`config.mk`:
```
export PLATFORM = sky130hd
export DESIGN_NAME = asf_ctrl
export DESIGN_NICKNAME = d
export VERILOG_FILES = /design/src/rtl/core/asf_pkg.sv /design/src/rtl/core/asf_ctrl.sv
export SDC_FILE = /design/constraint.sdc
export NUM_CORES = 1
export LEC_CHECK = 0
export BUFFER_PORTS_ARGS = -buffer_cell sky130_fd_sc_hd__buf_2
export CAP_MARGIN = 10
export CORE_AREA = 2 2 39 41
export CTS_CLUSTER_DIAMETER = 100
export CTS_CLUSTER_SIZE = 25
export DETAILED_ROUTE_END_ITERATION = 8
export DIE_AREA = 0 0 41 43
export SLEW_MARGIN = 30
export SYNTH_ARGS = -nofsm -noshare
export SYNTH_HDL_FRONTEND = slang
export SYNTH_SLANG_ARGS = --single-unit
```
`constraint.sdc`:
```
create_clock -name i_clk -period 1.2 [get_ports i_clk]
set_clock_uncertainty 0.1 [all_clocks]
set_input_delay 0.12 -clock i_clk [delete_from_list [all_inputs] [get_ports i_clk]]
set_output_delay 0.12 -clock i_clk [all_outputs]
set_load 0.005 [all_outputs]
```
`src/rtl/core/asf_pkg.sv`:
```
// Package for the strength-of-connection filter: types, constants, helpers.
// Used by asf_ctrl, asf_datapath and the top level; depends on nothing.
`default_nettype none
package asf_pkg;
    localparam int MAX_ROW_ENTRIES = 32;
    localparam int INDEX_WIDTH     = 20;
    localparam int VALUE_WIDTH     = 32;
    localparam int MODE_WIDTH      = 2;
    localparam int EPS_WIDTH       = 17;
    localparam int RSL_WIDTH       = 18;
    localparam int CFG_WIDTH       = 18;
    localparam int CFG_IDX_WIDTH   = 2;
    localparam int SUM_WIDTH       = 38;
    localparam int MAG_WIDTH       = 33;

    localparam logic [CFG_IDX_WIDTH-1:0] CFG_MODE = 2'd0;
    localparam logic [CFG_IDX_WIDTH-1:0] CFG_EPS  = 2'd1;
    localparam logic [CFG_IDX_WIDTH-1:0] CFG_RSL  = 2'd2;

    localparam logic [MODE_WIDTH-1:0] MODE_MODIFIED = 2'd0;
    localparam logic [MODE_WIDTH-1:0] MODE_NEGATIVE = 2'd1;
    localparam logic [MODE_WIDTH-1:0] MODE_ABSOLUTE = 2'd2;
    localparam logic [MODE_WIDTH-1:0] MODE_SPARE    = 2'd3;

    localparam logic [EPS_WIDTH-1:0] EPS_RESET = 17'd19661;
    localparam logic [RSL_WIDTH-1:0] RSL_RESET = 18'd58982;
    localparam logic [RSL_WIDTH-1:0] Q_ONE     = 18'd65536;

    typedef enum logic [2:0] {
        ST_LOAD,
        ST_SCAN,
        ST_TEST,
        ST_DECIDE,
        ST_EMIT
    } t_state;

    typedef struct packed {
        logic load;
        logic scan_start;
        logic scan_step;
        logic test;
        logic decide;
        logic emit_start;
        logic emit_step;
        logic clear;
    } t_cmd;

    typedef struct packed {
        logic row_closed;
        logic scan_last;
        logic emit_last;
    } t_status;
endpackage
`default_nettype wire

```
`src/rtl/core/asf_ctrl.sv`:
```
// Controller state machine of the strength filter.
// Depends on asf_pkg; drives the datapath through t_cmd and reads t_status.
`default_nettype none
module asf_ctrl (
    input  wire              i_clk,
    input  wire              i_rst_n,
    input  wire              i_in_fire,
    input  wire              i_out_free,
    input  asf_pkg::t_status i_status,
    output logic             o_in_ready,
    output asf_pkg::t_cmd    o_cmd
);
    asf_pkg::t_state r_state, n_state;

    always_ff @(posedge i_clk) begin
        if (!i_rst_n) r_state <= asf_pkg::ST_LOAD;
        else          r_state <= n_state;
    end

    always_comb begin
        n_state    = r_state;
        o_cmd      = '0;
        o_in_ready = 1'b0;
        unique case (r_state)
            asf_pkg::ST_LOAD: begin
                o_in_ready = 1'b1;
                o_cmd.load = i_in_fire;
                if (i_in_fire && i_status.row_closed) begin
                    o_cmd.scan_start = 1'b1;
                    n_state = asf_pkg::ST_SCAN;
                end
            end
            asf_pkg::ST_SCAN: begin
                o_cmd.scan_step = 1'b1;
                if (i_status.scan_last) n_state = asf_pkg::ST_TEST;
            end
            asf_pkg::ST_TEST: begin
                o_cmd.test = 1'b1;
                n_state = asf_pkg::ST_DECIDE;
            end
            asf_pkg::ST_DECIDE: begin
                o_cmd.decide     = 1'b1;
                o_cmd.emit_start = 1'b1;
                n_state = asf_pkg::ST_EMIT;
            end
            asf_pkg::ST_EMIT: begin
                if (i_out_free) begin
                    o_cmd.emit_step = 1'b1;
                    if (i_status.emit_last) begin
                        o_cmd.clear = 1'b1;
                        n_state = asf_pkg::ST_LOAD;
                    end
                end
            end
            default: n_state = asf_pkg::ST_LOAD;
        endcase
    end
endmodule
`default_nettype wire

```
### Word-level counts from Yosys, hierarchy flattened

Cells that the tools add are included.

| storage, ports and cells | value |
|---|---|
| flip-flop bits (word level) | 3 |

| cells by class | value |
|---|---|
| reduce and logical (&&, ||, !) cells | 3 |
| muxes and demuxes | 14 |
| eq/ne operators | 8 |

Operators with widths:

| operator | number |
|---|---|
| case mux 3 bit (5 select lines) | 1 |
| 2-to-1 mux 3 bit | 4 |
| 2-to-1 mux 2 bit | 4 |
| inequality test 2 bit, second input constant | 4 |
| equality test 3 x 2 -> 1 bit, second input constant | 2 |
| 2-to-1 mux 1 bit | 5 |
| AND reduction 4 bit | 1 |
| equality test 3 x 1 -> 1 bit, second input constant | 1 |
| equality test 3 bit, second input constant | 1 |
| zero test 3 bit | 1 |
| logical AND 1 bit | 1 |

### Logic depth before layout (Yosys ltp)

| depth | value |
|---|---|
| word-level depth | 3 |
| mapped depth | 4 |
| depth with buffers taken out | 3 |

### Worst setup path after synthesis

No wires, ideal clock.

| path | value |
|---|---|
| path type | register to output |
| from | reg r_state[1] |
| to | out o_cmd[6] (netlist name) |
| path buffers | 1 |
| cell stages (with the launch flop) | 4 |
| data arrival time | 935 ps |
| required time | 980 ps |
| setup slack | 45 ps |
| cell sequence | dfxtp_1 > clkbuf_2 > nor3_1 > and3_2 |

RTL lines:

| element | line | text |
|---|---|---|
| start, declared | asf_ctrl.sv:13 | `asf_pkg::t_state r_state, n_state;` |
| start signal, assigned | asf_ctrl.sv:16 | `if (!i_rst_n) r_state <= asf_pkg::ST_LOAD;` |
| start signal, assigned | asf_ctrl.sv:17 | `else r_state <= n_state;` |
| end, declared | asf_ctrl.sv:11 | `output asf_pkg::t_cmd o_cmd` |

==> impl_summary.txt <==
----------------------------------------------------
[Outcome]
  Outcome ... finished with violations
  Violations in the final reports ... setup timing

[Critical path]
  Maximum fanout along the worst path ... 8
  Crit-path slowest cell ... sky130_fd_sc_hd__dfxtp_4
  WS Path Type ... reg2out
  Required time of the critical path ... 0.98 ns
  Stage delay of the slowest cell on the critical path ... 0.37 ns
  Kind of start point of the critical path ... register
  Crit path capture type ... primary output
  Endpoint arrival time on the critical path ... 1.09 ns
  Critical path cell sequence ... nor3_2, and3_2, buf_2

[Finish]
  Proportion of layout cells with a drive suffix above 1 ... between 60 and 70%
  Final design instance area without fill ... 390.4 µm²
  Growth of design area from synthesis to finish ... 65.96%
  Final Net Count ... 55
  Number of fill cells in the layout ... 162
  Inserted Diodes ... 0
  Largest registers in the final layout ... r_state x3
  Register with the most flip-flops ... r_state
  Number of flip-flops in the largest register ... 3
  Highest-count cells in the layout ignoring fill and taps ... sky130_fd_sc_hd__buf_2, sky130_fd_sc_hd__nand2_1, sky130_fd_sc_hd__clkbuf_4, sky130_fd_sc_hd__dfxtp_4
  Most common cell after layout, fill and taps aside ... sky130_fd_sc_hd__buf_2
  Flip-flop and latch area ... 71.32 µm²
  Multi-input combinational cell area ... 171.4 µm²

[Place]
  Final HPWL DP ... 410.2 µm
  Setup WS pre-CTS ... 0.01155 ns
  Number of buffers added on ports ... 15
  DP Area ... 317.8 µm²
  Gpl congestion ... between 0.7 and 0.8

[Timing]
  Setup repair after global routing missed its margin ... true
  Final count of pins violating max slew ... 0
  Smallest hold slack ... 0.05512 ns
  Final Worst Setup Slack ... -0.1082 ns
  Post-route clock period utilization ... 109.0%
  Hold Fails Final Rpt ... 0
  Headroom to the max-slew limit ... between 80% and 90%
  Max Clock Freq ... 764.4 MHz
  Final setup violation count ... 5
  Minimum period implied by the final worst setup slack ... 1.308 ns
  Slew @ Worst Pin ... 0.1786 ns

[Clocking]
  Clock buffers created by TritonCTS ... 3
  Hold buffer count at CTS ... 0
  Skew-Pair Late Insertion Delay ... between 0.2 and 0.25 ns
  Sinks on the clock net ... 3
  Clk Tree Root Cell ... sky130_fd_sc_hd__clkbuf_4
  Post-CTS clock slew at the launch and capture registers of the worst setup and hold paths ... 0.04 ns
  Clock tree from TritonCTS ... done
  Htree depth ... 1
  Longest Clk Path Bufs ... 2

[Route]
  Number of nets still failing antenna checks after routing ... 0
  Via density per instance ... 4.175
  Detailed-route via count ... ~260
  Starting DRT DRC Count ... 5
  First-pass detailed-route iteration total ... 4
  Detailed-route wire length ... roughly 570 µm
  Routed len/inst ... a little over 9 µm
  Number of design rule violations left after detail routing ... 0

[Run]
  Number of max-cap violations ... 0

[Synth]
  Flip-flop and latch count after synthesis ... 3
  Yosys cell types ... 19
  Post-synthesis average cell area ... ~8.4 µm²
  Synthesized cell area ... 235.2 µm²
  Sequential element share of the synthesized area ... 25.53%
  Gate count of the mapped netlist ... 28
  Syn Nets ... 35
  Count of flip-flops with a built-in enable after synthesis ... 0
  Yosys warning total ... 0
  Most frequently used flop master after synthesis ... sky130_fd_sc_hd__dfxtp_1
  Proportion of synthesized flip-flops having asynchronous set or reset ... 0%

[Global routing]
  Number of antenna violations at the first check in global routing ... 0
  Layer with the highest usage after global routing ... met1
  M3 GR Usage ... 3.141%
  Number of global-route vias before repair ... 184
  Global-route wire length before repair ... 800 µm
  Global Route met2 Usage ... 7.500%
  Residual overflow from global routing ... 0
  Largest net degree at the start of global routing ... 9
  GRT met1 Usage ... 10.29%
  GRT Total Usage ... 7.129%

[Power and ir drop]
  Max rail drop VDD ... 0.2783 mV
  Power per cell area ... 936.3 nW/µm²
  Cell leakage power ... about 0.19 nW

[Die]
  Effective utilization at floorplan ... 17.00%
  Die Area ... 1763 µm²
  Die Span X ... 41 µm
  Site row count ... 14
  Count of boundary I/O pins ... 16
  Die outline height ... 43 µm
  Area of the placeable core ... 1384 µm²

[Min path]
  Hold crit path type ... in2reg

----------------------------------------------------
## cell usage after synthesis, drive strengths merged (2+ instances only)
master  instances  area share [%]
a21oi           2             4.3
and2            3             8.5
dfxtp           3              26
nor3b           3              14
buf             2             6.4
nand2           3             4.8
and3b           3              12
## layer usage
| layer | wire, µm | up-vias |
|---|---|---|
| met5 | 0 | - |
| met4 | 0 | 0 |
| met3 | 51 | 0 |
| met2 | 254 | 14 |
| met1 | 265 | 112 |
| li1 | - | 137 |
## worst max-delay path, delay by kind of cell (launching register included)
family        cells  cell delay [ns]
buf+inv           1             0.10
flops             1             0.37
simple gates      2             0.39
## where the power goes
part / internal (W) / leakage, nW / switching [W]
registers: 0.000102 / 0.0267 / 0.0000112
logic: 0.0000458 / 0.152 / 0.0000290
clock network: 0.000125 / 0.0150 / 0.0000530
total: 0.000272 / 0.193 / 0.0000932
## layout make-up
type                       count  area share (%)
clock buffer                   4           6.731
multi-input combinational     22           43.91
sequential                     3           18.27
tap                           16           5.128
timing repair buffer          18           25.96
## metrics by stage
stage	utilization (%)	TNS [ns]	power (W)	cells
final	28.21	-0.3760	0.0003655	63
after global routing	28.21	-0.7767	0.0004004	63
after CTS	27.58	-0.4961	0.0003727	63
after detailed placement	22.97	0	0.0001791	57
after global placement	22.97	0	0.0001787	57
after floorplan	-	0	0.0001533	28
## cell families (layout without fill, tap and decap cells)
logic type      count (synthesis)  in the layout  share of synthesized area [%]
flops                           3              3                          25.53
compound gates                  4              4                          10.11
mux                             1              1                          4.787
buf+inv                         3             22                          8.507
simple gates                   17             17                          51.07
## what timing repair did
action	in CTS	in global routing
pin swaps	2	2
setup endpoints to repair	9	10
setup buffers	2	0
gates resized for setup	8	2
## final timing paths
| path | start | to | slack (ns) | depth (start not counted) |
|---|---|---|---|---|
| worst max-delay path | r_state[1] | o_cmd[6] | -0.11 | 3 |
| worst min-delay path | i_rst_n | r_state[2] | 0.06 | 2 |
| worst max register to register | r_state[0] | r_state[1] | 0.06 | 4 |
| worst min register to register | r_state[2] | r_state[1] | 0.45 | 2 |
No activity file was read; power rests on OpenSTA's default activity.
